==> src/rtl/ssl_pkg.sv <==
// ----------------------------------------------------------------------------
// ssl_pkg
// shared constants, codes, request/response types and helpers for the
// sorted slot list engine
// ----------------------------------------------------------------------------
package ssl_pkg;

  localparam int SLOT_COUNT = 32;
  localparam int SLOT_W     = $clog2(SLOT_COUNT);
  localparam int VAL_W      = 32;
  localparam int CMD_W      = 2;
  localparam int ST_W       = 2;
  localparam int IO_SLOT_W  = 5;
  // wide enough for both the port slot field and an internal slot index
  localparam int WIDE_W     = (SLOT_W > IO_SLOT_W) ? SLOT_W : IO_SLOT_W;

  typedef logic [SLOT_W-1:0] slot_t;

  typedef enum logic [CMD_W-1:0] {
    CMD_INSERT = 2'd0,
    CMD_DELETE = 2'd1,
    CMD_FIND   = 2'd2
  } cmd_t;

  typedef enum logic [ST_W-1:0] {
    ST_OK        = 2'd0,
    ST_FULL      = 2'd1,
    ST_BAD_SLOT  = 2'd2,
    ST_NOT_FOUND = 2'd3
  } status_t;

  // control from the sequencer to the slot allocator
  typedef struct packed {
    logic  scan_start;
    logic  set_en;
    logic  clr_en;
    slot_t idx;
  } alloc_req_t;

  // status from the slot allocator
  typedef struct packed {
    logic  scan_done;
    logic  scan_found;
    slot_t free_slot;
    logic  query_in_use;
  } alloc_rsp_t;

  // low bits of a slot index as carried on the result port
  function automatic logic [IO_SLOT_W-1:0] to_io_slot(input slot_t s);
    logic [WIDE_W-1:0] t;
    t = WIDE_W'(s);
    return t[IO_SLOT_W-1:0];
  endfunction

endpackage

==> src/rtl/ssl_if.sv <==
// ----------------------------------------------------------------------------
// ssl_in_if / ssl_out_if
// valid/ready channels for commands and results
// ----------------------------------------------------------------------------
interface ssl_in_if;
  import ssl_pkg::*;

  logic                    valid;
  logic                    ready;
  logic [CMD_W-1:0]        command;
  logic signed [VAL_W-1:0] key_value;
  logic [IO_SLOT_W-1:0]    slot_number;

  modport source (output valid, command, key_value, slot_number, input ready);
  modport sink   (input valid, command, key_value, slot_number, output ready);
endinterface

interface ssl_out_if;
  import ssl_pkg::*;

  logic                 valid;
  logic                 ready;
  logic [ST_W-1:0]      status;
  logic [IO_SLOT_W-1:0] result_slot;

  modport source (output valid, status, result_slot, input ready);
  modport sink   (input valid, status, result_slot, output ready);
endinterface

==> src/rtl/ssl_ram.sv <==
// ----------------------------------------------------------------------------
// ssl_ram
// generic one-write one-read synchronous ram, registered read data
// ----------------------------------------------------------------------------
module ssl_ram #(
  parameter int DEPTH = 32,
  parameter int WIDTH = 32
) (
  input  logic                     clk,
  input  logic                     we,
  input  logic [$clog2(DEPTH)-1:0] waddr,
  input  logic [WIDTH-1:0]         wdata,
  input  logic [$clog2(DEPTH)-1:0] raddr,
  output logic [WIDTH-1:0]         rdata
);

  logic [WIDTH-1:0] mem [DEPTH];

  always_ff @(posedge clk) begin
    if (we) begin
      mem[waddr] <= wdata;
    end
    rdata <= mem[raddr];
  end

endmodule

==> src/rtl/ssl_alloc.sv <==
// ----------------------------------------------------------------------------
// ssl_alloc
// slot in-use flags and a one-slot-per-cycle scan for the lowest free slot
// ----------------------------------------------------------------------------
module ssl_alloc (
  input  logic               clk,
  input  logic               rst_n,
  input  ssl_pkg::alloc_req_t req,
  output ssl_pkg::alloc_rsp_t rsp
);
  import ssl_pkg::*;

  localparam slot_t LAST_SLOT = SLOT_W'(SLOT_COUNT - 1);

  logic [SLOT_COUNT-1:0] in_use_r;
  slot_t                 scan_idx_r;
  logic                  scanning_r;
  logic                  done_r;
  logic                  found_r;
  slot_t                 free_r;

  always_ff @(posedge clk) begin
    if (!rst_n) begin
      in_use_r   <= SLOT_COUNT'(1);  // anchor always in use
      scanning_r <= 1'b0;
      done_r     <= 1'b0;
      found_r    <= 1'b0;
    end else begin
      if (req.set_en) begin
        in_use_r[req.idx] <= 1'b1;
      end
      if (req.clr_en) begin
        in_use_r[req.idx] <= 1'b0;
      end
      if (req.scan_start) begin
        scan_idx_r <= SLOT_W'(1);
        scanning_r <= 1'b1;
        done_r     <= 1'b0;
        found_r    <= 1'b0;
      end else if (scanning_r) begin
        if (!in_use_r[scan_idx_r]) begin
          free_r     <= scan_idx_r;
          found_r    <= 1'b1;
          done_r     <= 1'b1;
          scanning_r <= 1'b0;
        end else if (scan_idx_r == LAST_SLOT) begin
          done_r     <= 1'b1;
          scanning_r <= 1'b0;
        end else begin
          scan_idx_r <= scan_idx_r + SLOT_W'(1);
        end
      end
    end
  end

  assign rsp.scan_done    = done_r;
  assign rsp.scan_found   = found_r;
  assign rsp.free_slot    = free_r;
  assign rsp.query_in_use = in_use_r[req.idx];

endmodule

==> src/rtl/ssl_ctrl.sv <==
// ----------------------------------------------------------------------------
// ssl_ctrl
// command sequencer: list walk, link update and result register
// ----------------------------------------------------------------------------
module ssl_ctrl (
  input  logic                     clk,
  input  logic                     rst_n,
  ssl_in_if.sink                   in_if,
  ssl_out_if.source                out_if,
  output ssl_pkg::alloc_req_t      alloc_req,
  input  ssl_pkg::alloc_rsp_t      alloc_rsp,
  output ssl_pkg::slot_t           rd_addr,
  input  logic [ssl_pkg::VAL_W-1:0] val_rdata,
  input  ssl_pkg::slot_t           nxt_rdata,
  input  ssl_pkg::slot_t           prv_rdata,
  output logic                     val_we,
  output ssl_pkg::slot_t           val_waddr,
  output logic [ssl_pkg::VAL_W-1:0] val_wdata,
  output logic                     nxt_we,
  output ssl_pkg::slot_t           nxt_waddr,
  output ssl_pkg::slot_t           nxt_wdata,
  output logic                     prv_we,
  output ssl_pkg::slot_t           prv_waddr,
  output ssl_pkg::slot_t           prv_wdata
);
  import ssl_pkg::*;

  localparam slot_t LAST_STEP = SLOT_W'(SLOT_COUNT - 1);

  typedef enum logic [2:0] {
    S_IDLE,
    S_WALK,
    S_INS_WAIT,
    S_LINK_A,
    S_LINK_B,
    S_DEL_CHK,
    S_DEL_WR,
    S_FINISH
  } state_t;

  state_t                  state_r;
  logic signed [VAL_W-1:0] key_r;
  logic                    is_ins_r;
  slot_t                   cur_r;
  slot_t                   pred_r;
  slot_t                   succ_r;
  slot_t                   step_r;
  slot_t                   slot_idx_r;
  logic                    slot_ok_r;
  slot_t                   anchor_next_r;
  status_t                 res_status_r;
  slot_t                   res_slot_r;
  logic                    out_valid_r;
  status_t                 out_status_r;
  logic [IO_SLOT_W-1:0]    out_slot_r;

  logic              val_lt;
  logic              val_eq;
  logic              walk_end;
  logic              del_ok;
  logic [WIDE_W-1:0] slot_ext;

  assign val_lt   = $signed(val_rdata) < key_r;
  assign val_eq   = $signed(val_rdata) == key_r;
  assign walk_end = (nxt_rdata == '0) || (step_r == LAST_STEP);
  assign del_ok   = slot_ok_r && (slot_idx_r != '0) && alloc_rsp.query_in_use;
  assign slot_ext = WIDE_W'(in_if.slot_number);

  always_ff @(posedge clk) begin
    if (!rst_n) begin
      state_r       <= S_IDLE;
      out_valid_r   <= 1'b0;
      anchor_next_r <= '0;
    end else begin
      if (out_valid_r && out_if.ready) begin
        out_valid_r <= 1'b0;
      end
      // the anchor's forward link is mirrored in a register beside the ram
      if (nxt_we && (nxt_waddr == '0)) begin
        anchor_next_r <= nxt_wdata;
      end
      case (state_r)
        S_IDLE: begin
          if (in_if.valid) begin
            key_r  <= in_if.key_value;
            cur_r  <= anchor_next_r;
            pred_r <= '0;
            succ_r <= '0;
            step_r <= SLOT_W'(1);
            case (cmd_t'(in_if.command))
              CMD_INSERT: begin
                is_ins_r <= 1'b1;
                state_r  <= (anchor_next_r == '0) ? S_INS_WAIT : S_WALK;
              end
              CMD_FIND: begin
                is_ins_r <= 1'b0;
                if (anchor_next_r == '0) begin
                  res_status_r <= ST_NOT_FOUND;
                  res_slot_r   <= '0;
                  state_r      <= S_FINISH;
                end else begin
                  state_r <= S_WALK;
                end
              end
              CMD_DELETE: begin
                slot_idx_r <= slot_ext[SLOT_W-1:0];
                slot_ok_r  <= slot_ext <= WIDE_W'(SLOT_COUNT - 1);
                state_r    <= S_DEL_CHK;
              end
              default: begin
                res_status_r <= ST_OK;
                res_slot_r   <= '0;
                state_r      <= S_FINISH;
              end
            endcase
          end
        end
        S_WALK: begin
          if (is_ins_r) begin
            if (!val_lt) begin
              succ_r  <= cur_r;
              state_r <= S_INS_WAIT;
            end else begin
              pred_r <= cur_r;
              if (walk_end) begin
                succ_r  <= '0;
                state_r <= S_INS_WAIT;
              end else begin
                cur_r  <= nxt_rdata;
                step_r <= step_r + SLOT_W'(1);
              end
            end
          end else begin
            if (val_eq) begin
              res_status_r <= ST_OK;
              res_slot_r   <= cur_r;
              state_r      <= S_FINISH;
            end else if (!val_lt || walk_end) begin
              res_status_r <= ST_NOT_FOUND;
              res_slot_r   <= '0;
              state_r      <= S_FINISH;
            end else begin
              cur_r  <= nxt_rdata;
              step_r <= step_r + SLOT_W'(1);
            end
          end
        end
        S_INS_WAIT: begin
          if (alloc_rsp.scan_done) begin
            if (alloc_rsp.scan_found) begin
              state_r <= S_LINK_A;
            end else begin
              res_status_r <= ST_FULL;
              res_slot_r   <= '0;
              state_r      <= S_FINISH;
            end
          end
        end
        S_LINK_A: begin
          state_r <= S_LINK_B;
        end
        S_LINK_B: begin
          res_status_r <= ST_OK;
          res_slot_r   <= alloc_rsp.free_slot;
          state_r      <= S_FINISH;
        end
        S_DEL_CHK: begin
          if (del_ok) begin
            state_r <= S_DEL_WR;
          end else begin
            res_status_r <= ST_BAD_SLOT;
            res_slot_r   <= '0;
            state_r      <= S_FINISH;
          end
        end
        S_DEL_WR: begin
          res_status_r <= ST_OK;
          res_slot_r   <= '0;
          state_r      <= S_FINISH;
        end
        S_FINISH: begin
          if (!out_valid_r || out_if.ready) begin
            out_valid_r  <= 1'b1;
            out_status_r <= res_status_r;
            out_slot_r   <= to_io_slot(res_slot_r);
            state_r      <= S_IDLE;
          end
        end
        default: begin
          state_r <= S_IDLE;
        end
      endcase
    end
  end

  // read address: first list entry, next link during the walk, else the delete slot
  always_comb begin
    case (state_r)
      S_IDLE:  rd_addr = anchor_next_r;
      S_WALK:  rd_addr = nxt_rdata;
      default: rd_addr = slot_idx_r;
    endcase
  end

  always_comb begin
    alloc_req.scan_start = (state_r == S_IDLE) && in_if.valid
                           && (cmd_t'(in_if.command) == CMD_INSERT);
    alloc_req.set_en     = (state_r == S_LINK_A);
    alloc_req.clr_en     = (state_r == S_DEL_CHK) && del_ok;
    alloc_req.idx        = (state_r == S_LINK_A) ? alloc_rsp.free_slot : slot_idx_r;
  end

  always_comb begin
    val_we    = (state_r == S_LINK_A);
    val_waddr = alloc_rsp.free_slot;
    val_wdata = key_r;
    nxt_we    = 1'b0;
    nxt_waddr = alloc_rsp.free_slot;
    nxt_wdata = succ_r;
    prv_we    = 1'b0;
    prv_waddr = alloc_rsp.free_slot;
    prv_wdata = pred_r;
    case (state_r)
      S_LINK_A: begin
        nxt_we = 1'b1;
        prv_we = 1'b1;
      end
      S_LINK_B: begin
        nxt_we    = 1'b1;
        nxt_waddr = pred_r;
        nxt_wdata = alloc_rsp.free_slot;
        prv_we    = 1'b1;
        prv_waddr = succ_r;
        prv_wdata = alloc_rsp.free_slot;
      end
      S_DEL_WR: begin
        nxt_we    = 1'b1;
        nxt_waddr = prv_rdata;
        nxt_wdata = nxt_rdata;
        prv_we    = 1'b1;
        prv_waddr = nxt_rdata;
        prv_wdata = prv_rdata;
      end
      default: begin
        nxt_we = 1'b0;
        prv_we = 1'b0;
      end
    endcase
  end

  assign in_if.ready        = (state_r == S_IDLE);
  assign out_if.valid       = out_valid_r;
  assign out_if.status      = out_status_r;
  assign out_if.result_slot = out_slot_r;

endmodule

==> src/rtl/sorted_slot_list_engine_top.sv <==
// ----------------------------------------------------------------------------
// sorted_slot_list_engine_top
// insert: list walk beside the free scan, then link a, link b and finish
// find: list walk, then finish; delete: check, write, finish; unused command: finish
// one command at a time; the rate is set by the link walk (one ram read
// per entry), the one-slot-per-cycle free scan beside it and result stalls
// reset: synchronous, clears the list to the lone anchor, only it in use
// ----------------------------------------------------------------------------
module sorted_slot_list_engine_top (
  input logic       clk,
  input logic       rst_n,
  ssl_in_if.sink    in_if,
  ssl_out_if.source out_if
);
  import ssl_pkg::*;

  // allocator handshake between sequencer and in-use flags
  alloc_req_t        alloc_req;
  alloc_rsp_t        alloc_rsp;

  // shared read address for all three rams, registered data back
  slot_t             rd_addr;
  logic [VAL_W-1:0]  val_rdata;
  slot_t             nxt_rdata;
  slot_t             prv_rdata;

  // write ports
  logic              val_we;
  slot_t             val_waddr;
  logic [VAL_W-1:0]  val_wdata;
  logic              nxt_we;
  slot_t             nxt_waddr;
  slot_t             nxt_wdata;
  logic              prv_we;
  slot_t             prv_waddr;
  slot_t             prv_wdata;

  // sequencer: walks the list, links and unlinks, holds the result register
  ssl_ctrl u_ctrl (
    .clk       (clk),
    .rst_n     (rst_n),
    .in_if     (in_if),
    .out_if    (out_if),
    .alloc_req (alloc_req),
    .alloc_rsp (alloc_rsp),
    .rd_addr   (rd_addr),
    .val_rdata (val_rdata),
    .nxt_rdata (nxt_rdata),
    .prv_rdata (prv_rdata),
    .val_we    (val_we),
    .val_waddr (val_waddr),
    .val_wdata (val_wdata),
    .nxt_we    (nxt_we),
    .nxt_waddr (nxt_waddr),
    .nxt_wdata (nxt_wdata),
    .prv_we    (prv_we),
    .prv_waddr (prv_waddr),
    .prv_wdata (prv_wdata)
  );

  // in-use flags and lowest-free-slot scan
  ssl_alloc u_alloc (
    .clk   (clk),
    .rst_n (rst_n),
    .req   (alloc_req),
    .rsp   (alloc_rsp)
  );

  // slot values, written when a slot is claimed
  ssl_ram #(.DEPTH(SLOT_COUNT), .WIDTH(VAL_W)) u_val_ram (
    .clk   (clk),
    .we    (val_we),
    .waddr (val_waddr),
    .wdata (val_wdata),
    .raddr (rd_addr),
    .rdata (val_rdata)
  );

  // forward links; the anchor's forward link is mirrored in a register
  ssl_ram #(.DEPTH(SLOT_COUNT), .WIDTH(SLOT_W)) u_nxt_ram (
    .clk   (clk),
    .we    (nxt_we),
    .waddr (nxt_waddr),
    .wdata (nxt_wdata),
    .raddr (rd_addr),
    .rdata (nxt_rdata)
  );

  // backward links, used only to unlink a deleted slot
  ssl_ram #(.DEPTH(SLOT_COUNT), .WIDTH(SLOT_W)) u_prv_ram (
    .clk   (clk),
    .we    (prv_we),
    .waddr (prv_waddr),
    .wdata (prv_wdata),
    .raddr (rd_addr),
    .rdata (prv_rdata)
  );

`ifndef NO_ASSERTIONS
  // the anchor slot is never freed
  a_anchor_kept: assert property (@(posedge clk) disable iff (!rst_n)
    alloc_req.clr_en |-> alloc_req.idx != '0)
    else $error("anchor slot freed");

  // a value is only written into the slot being claimed in that cycle
  a_value_claim: assert property (@(posedge clk) disable iff (!rst_n)
    val_we |-> (alloc_req.set_en && alloc_req.idx == val_waddr))
    else $error("value written outside slot claim");

  // the free scan never hands out the anchor
  a_free_not_anchor: assert property (@(posedge clk) disable iff (!rst_n)
    alloc_rsp.scan_found |-> alloc_rsp.free_slot != '0)
    else $error("free scan returned anchor");

  // a claimed slot is still marked free in the cycle it is claimed
  a_claim_free: assert property (@(posedge clk) disable iff (!rst_n)
    alloc_req.set_en |-> !alloc_rsp.query_in_use)
    else $error("claimed slot already in use");
`endif

endmodule
==> src/flat_wrapper.sv <==
// flat-port wrapper written by rule: the top's interface ports become plain ports
module sorted_slot_list_engine_top_flat import ssl_pkg::*;
  (clk, rst_n, in_if_valid, in_if_command, in_if_key_value, in_if_slot_number, in_if_ready, out_if_valid, out_if_status, out_if_result_slot, out_if_ready);
  ssl_in_if in_if_i ();
  ssl_out_if out_if_i ();
  input logic clk;
  input logic rst_n;
  input wire logic [$bits(in_if_i.valid)-1:0] in_if_valid;
  input wire logic [$bits(in_if_i.command)-1:0] in_if_command;
  input wire logic [$bits(in_if_i.key_value)-1:0] in_if_key_value;
  input wire logic [$bits(in_if_i.slot_number)-1:0] in_if_slot_number;
  output wire logic [$bits(in_if_i.ready)-1:0] in_if_ready;
  output wire logic [$bits(out_if_i.valid)-1:0] out_if_valid;
  output wire logic [$bits(out_if_i.status)-1:0] out_if_status;
  output wire logic [$bits(out_if_i.result_slot)-1:0] out_if_result_slot;
  input wire logic [$bits(out_if_i.ready)-1:0] out_if_ready;
  assign in_if_i.valid = in_if_valid;
  assign in_if_i.command = in_if_command;
  assign in_if_i.key_value = in_if_key_value;
  assign in_if_i.slot_number = in_if_slot_number;
  assign in_if_ready = in_if_i.ready;
  assign out_if_valid = out_if_i.valid;
  assign out_if_status = out_if_i.status;
  assign out_if_result_slot = out_if_i.result_slot;
  assign out_if_i.ready = out_if_ready;
  sorted_slot_list_engine_top u_core (.clk(clk), .rst_n(rst_n), .in_if(in_if_i), .out_if(out_if_i));
endmodule
==> config.mk <==
export PLATFORM = sky130hd
export DESIGN_NAME = sorted_slot_list_engine_top_flat
export DESIGN_NICKNAME = d
export VERILOG_FILES = /design/src/rtl/ssl_pkg.sv /design/src/rtl/ssl_if.sv /design/src/rtl/ssl_ram.sv /design/src/rtl/ssl_alloc.sv /design/src/rtl/ssl_ctrl.sv /design/src/rtl/sorted_slot_list_engine_top.sv /design/src/flat_wrapper.sv
export SDC_FILE = /design/constraint.sdc
export NUM_CORES = 2
export LEC_CHECK = 0
export BUFFER_PORTS_ARGS = -buffer_cell sky130_fd_sc_hd__clkbuf_2
export CORE_UTILIZATION = 60
export DETAILED_ROUTE_END_ITERATION = 8
export PLACE_DENSITY_LB_ADDON = 0.2
export SYNTH_ARGS = -nofsm -noshare
export SYNTH_HDL_FRONTEND = slang
export SYNTH_SLANG_ARGS = --single-unit
==> constraint.sdc <==
create_clock -name clk -period 5 [get_ports clk]
set_input_delay 0 -clock clk [delete_from_list [all_inputs] [get_ports clk]]
set_output_delay 0 -clock clk [all_outputs]
set_load 0.03 [all_outputs]
Yosys cells after proc, flatten, opt, wreduce, memory -nomap -nowiden

Memory sizes are Yosys's and may differ from the RTL's. A register that Yosys moved wholly into a read port is not among the register bits.
Index checks and enable logic that the tools add are counted.

Order comparisons: 5
Eq/ne operators: 32
Reductions and logical operators: 43
Multiplexer cells: 89
$add $sub $neg: 2
Bitwise gates (word level): 6

Operators with widths:

| kind                                                                  | number |
|---|---|
| 5-bit 2-to-1 mux                                                      | 30 |
| 5-bit one-hot mux with 2 select lines                                 | 10 |
| 32-bit 2-to-1 mux                                                     | 3 |
| 32-bit bitwise AND                                                    | 1 |
| 32-bit equality test                                                  | 1 |
| 32-bit < comparator                                                   | 1 |
| 32-bit inverter                                                       | 1 |
| 32-bit OR                                                             | 1 |
| 3-bit 2-to-1 mux                                                      | 10 |
| 5-bit one-hot mux with 6 select lines                                 | 1 |
| 3-bit inequality test (second input constant)                         | 7 |
| 3-bit one-hot mux with 7 select lines                                 | 1 |
| 10-bit AND reduction                                                  | 2 |
| 1-bit 2-to-1 mux                                                      | 18 |
| 2-bit 2-to-1 mux                                                      | 9 |
| 2-bit inequality test (second input constant)                         | 9 |
| 4-bit AND reduction                                                   | 4 |
| 5-bit logical NOT                                                     | 3 |
| 5-bit AND reduction                                                   | 3 |
| 3-bit equality test (second input constant)                           | 4 |
| 5-bit by 6-bit < comparator with 1-bit output (second input constant) | 2 |
| 5-bit by 1-bit adder with 5-bit output (second input constant)        | 2 |
| 1-bit binary-select mux with 5-bit select                             | 2 |
| 5-bit equality test (second input constant)                           | 2 |
| 27 further kinds                                                      | 50 |

Memory bits (writable): 1344
Memories: 3
Register bits after elaboration: 127
Logic and storage cells: 201

Memory list:

| memory               | words | bits a word | rd ports | clocked after Yosys merged registers in | wr ports | line          | RTL |
|---|---|---|---|---|---|---|---|
| u_core.u_val_ram.mem | 32    | 32          | 1        | 1                                       | 1        | ssl_ram.sv:17 | `logic [WIDTH-1:0] mem [DEPTH];` |
| u_core.u_nxt_ram.mem | 32    | 5           | 1        | 1                                       | 1        | ssl_ram.sv:17 |  |
| u_core.u_prv_ram.mem | 32    | 5           | 1        | 1                                       | 1        | ssl_ram.sv:17 |  |

Depth between registers and ports, before layout

Word-level depth: 11
Mapped depth: 11
Depth with buffers taken out: 9

By module

A second synthesis with hierarchy kept.

Cells, all modules: 3530
Area total of the unflattened synthesis: 60255.3 sq um

Modules (own cells, without submodules):

| module                         | seq. area each (sq um) | cells each | area each (sq um) | times used |
|---|---|---|---|---|
| ssl_ram (u_core.u_val_ram)     | 31390.1                | 2260       | 40492.6           | 1 |
| ssl_ram (u_core.u_nxt_ram ...) | 4904.7                 | 277        | 6344.8            | 2 |
| ssl_ctrl                       | 2372.3                 | 455        | 4647.0            | 1 |
| ssl_alloc                      | 1001.0                 | 261        | 2426.1            | 1 |

Least setup slack after synthesis

Ideal clock, no wire load.

Path kind: flip-flop to flip-flop
From: register u_core.u_ctrl.key_r[14], in the netlist u_core.u_ctrl.val_wdata[14]
To: register u_core.u_ctrl.cur_r[0] (enable)
Arrival: 3.088 ns
Period minus slack after synthesis: 3.468 ns
Stages on the path, launching flop included: 11
Library setup time: 0.380 ns
Path buffers: 1
Data required time: 4.620 ns
Slack: 1.532 ns
Cell sequence: edfxtp_1 -> inv_1 -> ha_1 -> a21oi_1 -> nand2_1 -> a21o_1 -> o41a_1 -> nor3b_1 -> clkbuf_1 -> nand4_1 -> a21oi_1

Cells in the longest elaborated chain, start to end: 5
Elaborated cells on any way between the ends: 8
Those cells by class: 1 x order compare; 4 x eq/ne; 3 x reduce/logical

RTL lines:

| item                                     | line            | RTL |
|---|---|---|
| start, declared                          | ssl_ctrl.sv:42  | `logic signed [VAL_W-1:0] key_r;` |
| start signal, assigned                   | ssl_ctrl.sv:85  | `key_r <= in_if.key_value;` |
| 32-bit < comparator                      | ssl_ctrl.sv:63  | `assign val_lt = $signed(val_rdata) < key_r;` |
| 1-bit logical NOT                        | ssl_ctrl.sv:138 | `end else if (!val_lt \|\| walk_end) begin` |
| 1-bit logical OR                         | ssl_ctrl.sv:138 |  |
| 3-bit inequality test (no source line)   | -               |  |
| 7-bit AND reduction (no source line) (*) | -               |  |
| end signal, assigned                     | ssl_ctrl.sv:86  | `cur_r <= anchor_next_r;` |
| end signal, assigned                     | ssl_ctrl.sv:129 | `cur_r <= nxt_rdata;` |
| end signal, assigned                     | ssl_ctrl.sv:143 | `cur_r <= nxt_rdata;` |
| end, declared                            | ssl_ctrl.sv:44  | `slot_t cur_r;` |

Every way passes the cells marked *; elsewhere a longest branch is shown, timed or not.
A chain may end at the register's enable or synchronous reset.

Final worst setup path

From: register u_core.u_ctrl.key_r[16], in the netlist u_core.u_ctrl.val_wdata[16]
To: register u_core.u_ctrl.res_slot_r[0] (enable)

Cells in the longest elaborated chain, start to end: 5
Elaborated cells on any way between the ends: 6
Those cells by class: 1 x order compare; 2 x eq/ne; 3 x reduce/logical

RTL lines:

| item                                       | line            | RTL |
|---|---|---|
| 32-bit < comparator                        | ssl_ctrl.sv:63  |  |
| 1-bit logical NOT                          | ssl_ctrl.sv:138 |  |
| 1-bit logical OR                           | ssl_ctrl.sv:138 |  |
| 3-bit inequality test (no source line) (*) | -               |  |
| 10-bit AND reduction (no source line) (*)  | -               |  |
| end signal, assigned                       | ssl_ctrl.sv:136 | `res_slot_r <= cur_r;` |
| end signal, assigned                       | ssl_ctrl.sv:164 | `res_slot_r <= alloc_rsp.free_slot;` |
| end, declared                              | ssl_ctrl.sv:52  | `slot_t res_slot_r;` |

Marked as above.

==> flow_summary.ini <==
[outcome]
outcome = finished, final reports clean

[pwr]
ir_drop_mv = 0.552
total_leakage_power_uw = 0.0229
powerDensity_mw_per_mm2 = 598

[global_route]
grt_pass1_vias = 31400
antenna_found_initial = 0
grt_max_degree = 88
grt_pass1_wl_um = 205000
track_usage_pct = 28.0
grt-ovfl-total = 0

[logic_synthesis]
ys_seq_area_share_pct = 74.4
async_flop_share_pct = 0
ys_ff_latch = 1513
ys_warn_count = 0
synth_area_mm2 = 0.0599
synthFlopType = edfxtp_1
synth_edf_count = 1427
synth_adder_area_share_pct = 0.836
synth_cell_types = 66
netlist_instances = 2971
avgSynthCellArea_um2 = 20.2
synth_top_family_by_area = multiplexers
synth_compound_area_share_pct = 2.14
synthesis.nets = 3054
yosys.area_share.simple_pct = 2.54
synth-xor-area-share_pct = 0.0585
synth_mux_area_share_pct = 18.5

[timing]
fmax_mhz = 244
skew_ns = 0.0191
finalSetupViolCount = 0
rsz0062_at_grt = no
relSlewSlack_pct = 16.8
finalSetupTns_ns = 0
finalMaxSlewViolations = 0
holdWs_ns = 0.0241
worst_pin_slew_ns = 1.24
period_needed_ns = 4.10
min_period_over_period_pct = 82.0
hold_viol_final = 0

[clock_tree]
root_buffer = clkbuf_16
cts_resized = 0
htreeDepth = 4
clkTransAtPathRegs_ns = 0.06
clk_path_buf_depth = 3
cts_made_buffers = 147
clkSinkCount = 1513
clock_latency_ns = 0.76
cts_tree = done
post_cts_buffers = 0

[die]
die_area_mm2 = 0.101
fp.dieW_um = 318
core_area_mm2 = 0.0987
die_height_um = 318
io-pin-count = 52
initial_utilization_pct = 60.7
rows = 115

[worst_setup_path]
cp_max_fo = 33
cp.arrival_ns = 4.48
cp-end-kind = flop
critPathLaunchType = flop
required_ns = 5.38
criticalPathCategory = flop to flop

[routing]
first_pass_iters = 6
routedWlPerCell_um = 30.1
drc = 0
drt-initial-drc-count = 3527
vias_per_cell = 6.58
ant_nets = 0
routed_wl_um = 139000
vias = 30400

[cells_and_area]
area.sequential_mm2 = 0.0446
fin_nets = 3292
n_fill_cell = 6019
diodes = 0
multiInputGateArea_mm2 = 0.0148
area_growth_pct = 14.0
drive_above_1_share_pct = 25.2

[placement]
place_hpwl_um = 75600
gp_congestion = 0.902
port_buffers = 51

[hold_path]
hp-class = input port to flop

[run]
drv_cap = 0
registers in the layout (all words and copies together), names as in the netlist, 32 cells and up:
| name | count |
|---|---|
| u_core.u_nxt_ram.mem | 160 |
| u_core.u_val_ram.rdata | 32 |
| u_core.u_alloc.in_use_r | 32 |
| u_core.u_ctrl.val_wdata | 32 |
| u_core.u_val_ram.mem | 1024 |
| u_core.u_prv_ram.mem | 160 |
report_power, final:
group	leakage (µW)	switching (µW)	internal, µW
registers	0.0136	252	14900
clock network	0.00243	4630	6640
logic	0.00690	7600	6800
layout by cell type, fill, tap and decap left out, types with 14 or more instances in the layout:
master,n
clkinv_2,22
buf_4,92
inv_1,50
clkbuf_8,14
nor2_4,32
edfxtp_1,1427
nor2_1,109
clkbuf_2,51
a21oi_1,23
a31oi_1,40
buf_12,27
ha_1,40
mux4_2,347
mux2i_1,271
nand2_1,92
clkinv_1,20
clkbuf_16,154
dfxtp_1,86
clkbuf_1,38
o21ai_0,55
bufinv_16,15
dlygate4sd3_1,69
nand3_1,28
mux2_2,48
cells in the mapped netlist (all sizes together) (7+ instances only):
master     n  share of area (%)
buf      106               0.90
nor4      11               0.11
a31oi     44               0.46
o211ai    12               0.15
nor2     142               0.89
o21ai     66               0.55
mux4     347                 13
clkbuf    44               0.28
mux2      49               0.92
nand4     11               0.11
edfxtp  1427                 72
a21oi     29               0.24
a21boi    13               0.16
inv       50               0.31
nand2b     7              0.073
nand3     28               0.23
dfxtp     86                2.9
nand2     92               0.58
mux2i    271                4.5
ha        40               0.84
kinds of logic (layout without fill, tap and decap cells):
group                      count (synthesis)  count (layout)
and+or+nand+nor                          337             337
buffers and inverters                    202             562
muxes                                    667             667
adders and majority gates                 40              40
other                                      1               1
DFF                                     1513            1513
AOI/OAI and AO/OA                        207             207
xor gates and xnor gates                   4               4
routing by layer:
| metal | vias up | part of all wire, % | track usage, % |
|---|---|---|---|
| met2 | 1480 | 51 | 47.2 |
| li1 | 12700 | - | - |
| met4 | 0 | 3.1 | 9.89 |
| met5 | - | 0 | 0 |
| met3 | 285 | 7.3 | 4.24 |
| met1 | 15900 | 38 | 37.5 |
critical path, stage by stage, from the launching register on:
cell	delay (ns)
edfxtp_1	0.93
inv_1	0.11
ha_1	0.31
nand4_1	0.20
nor4_1	0.61
nand2_1	0.53
and4_1	0.37
a211oi_1	0.65
through the flow:
step / cells / total power (µW) / worst slack, ns / cell area [µm²] / util, %
after floorplan: 2971 / 26100 / 1.53 / 59900 / -
after global placement: 4278 / 29500 / 1.10 / 62700 / 63.5
after detailed placement: 4278 / 29800 / 1.01 / 62700 / 63.5
after CTS: 4618 / 41100 / 0.997 / 68300 / 69.2
after global routing: 4618 / 42400 / 0.728 / 68300 / 69.2
final: 4618 / 40800 / 0.900 / 68300 / 69.2
path summary, 6_finish.rpt:
path / start / end / slack (ns) / depth (start not counted)
setup / recovery: u_core.u_ctrl.val_wdata[16] / u_core.u_ctrl.res_slot_r[0] / 0.90 / 7
hold / removal: in_if_key_value[22] / u_core.u_ctrl.val_wdata[22] / 0.02 / 2
setup reg to reg: u_core.u_ctrl.val_wdata[16] / u_core.u_ctrl.res_slot_r[0] / 0.90 / 7
hold reg to reg: u_core.u_ctrl.val_wdata[29] / u_core.u_val_ram.mem[27][29] / 0.48 / 0
area by class of cell:
type	instances	area share, %
clock buffer	206	6.13
clock inverter	65	1.12
inverter	52	0.286
multi-input combinational	1256	21.7
sequential	1513	65.3
tap	1287	2.36
timing repair buffer	239	3.19
what timing repair did:
action | CTS | global route
setup endpoints to repair | 0 | 0
endpoints found under the hold margin | 80 | 0
hold buffers | 69 | 0
No activity file was read; power rests on OpenSTA's default activity.
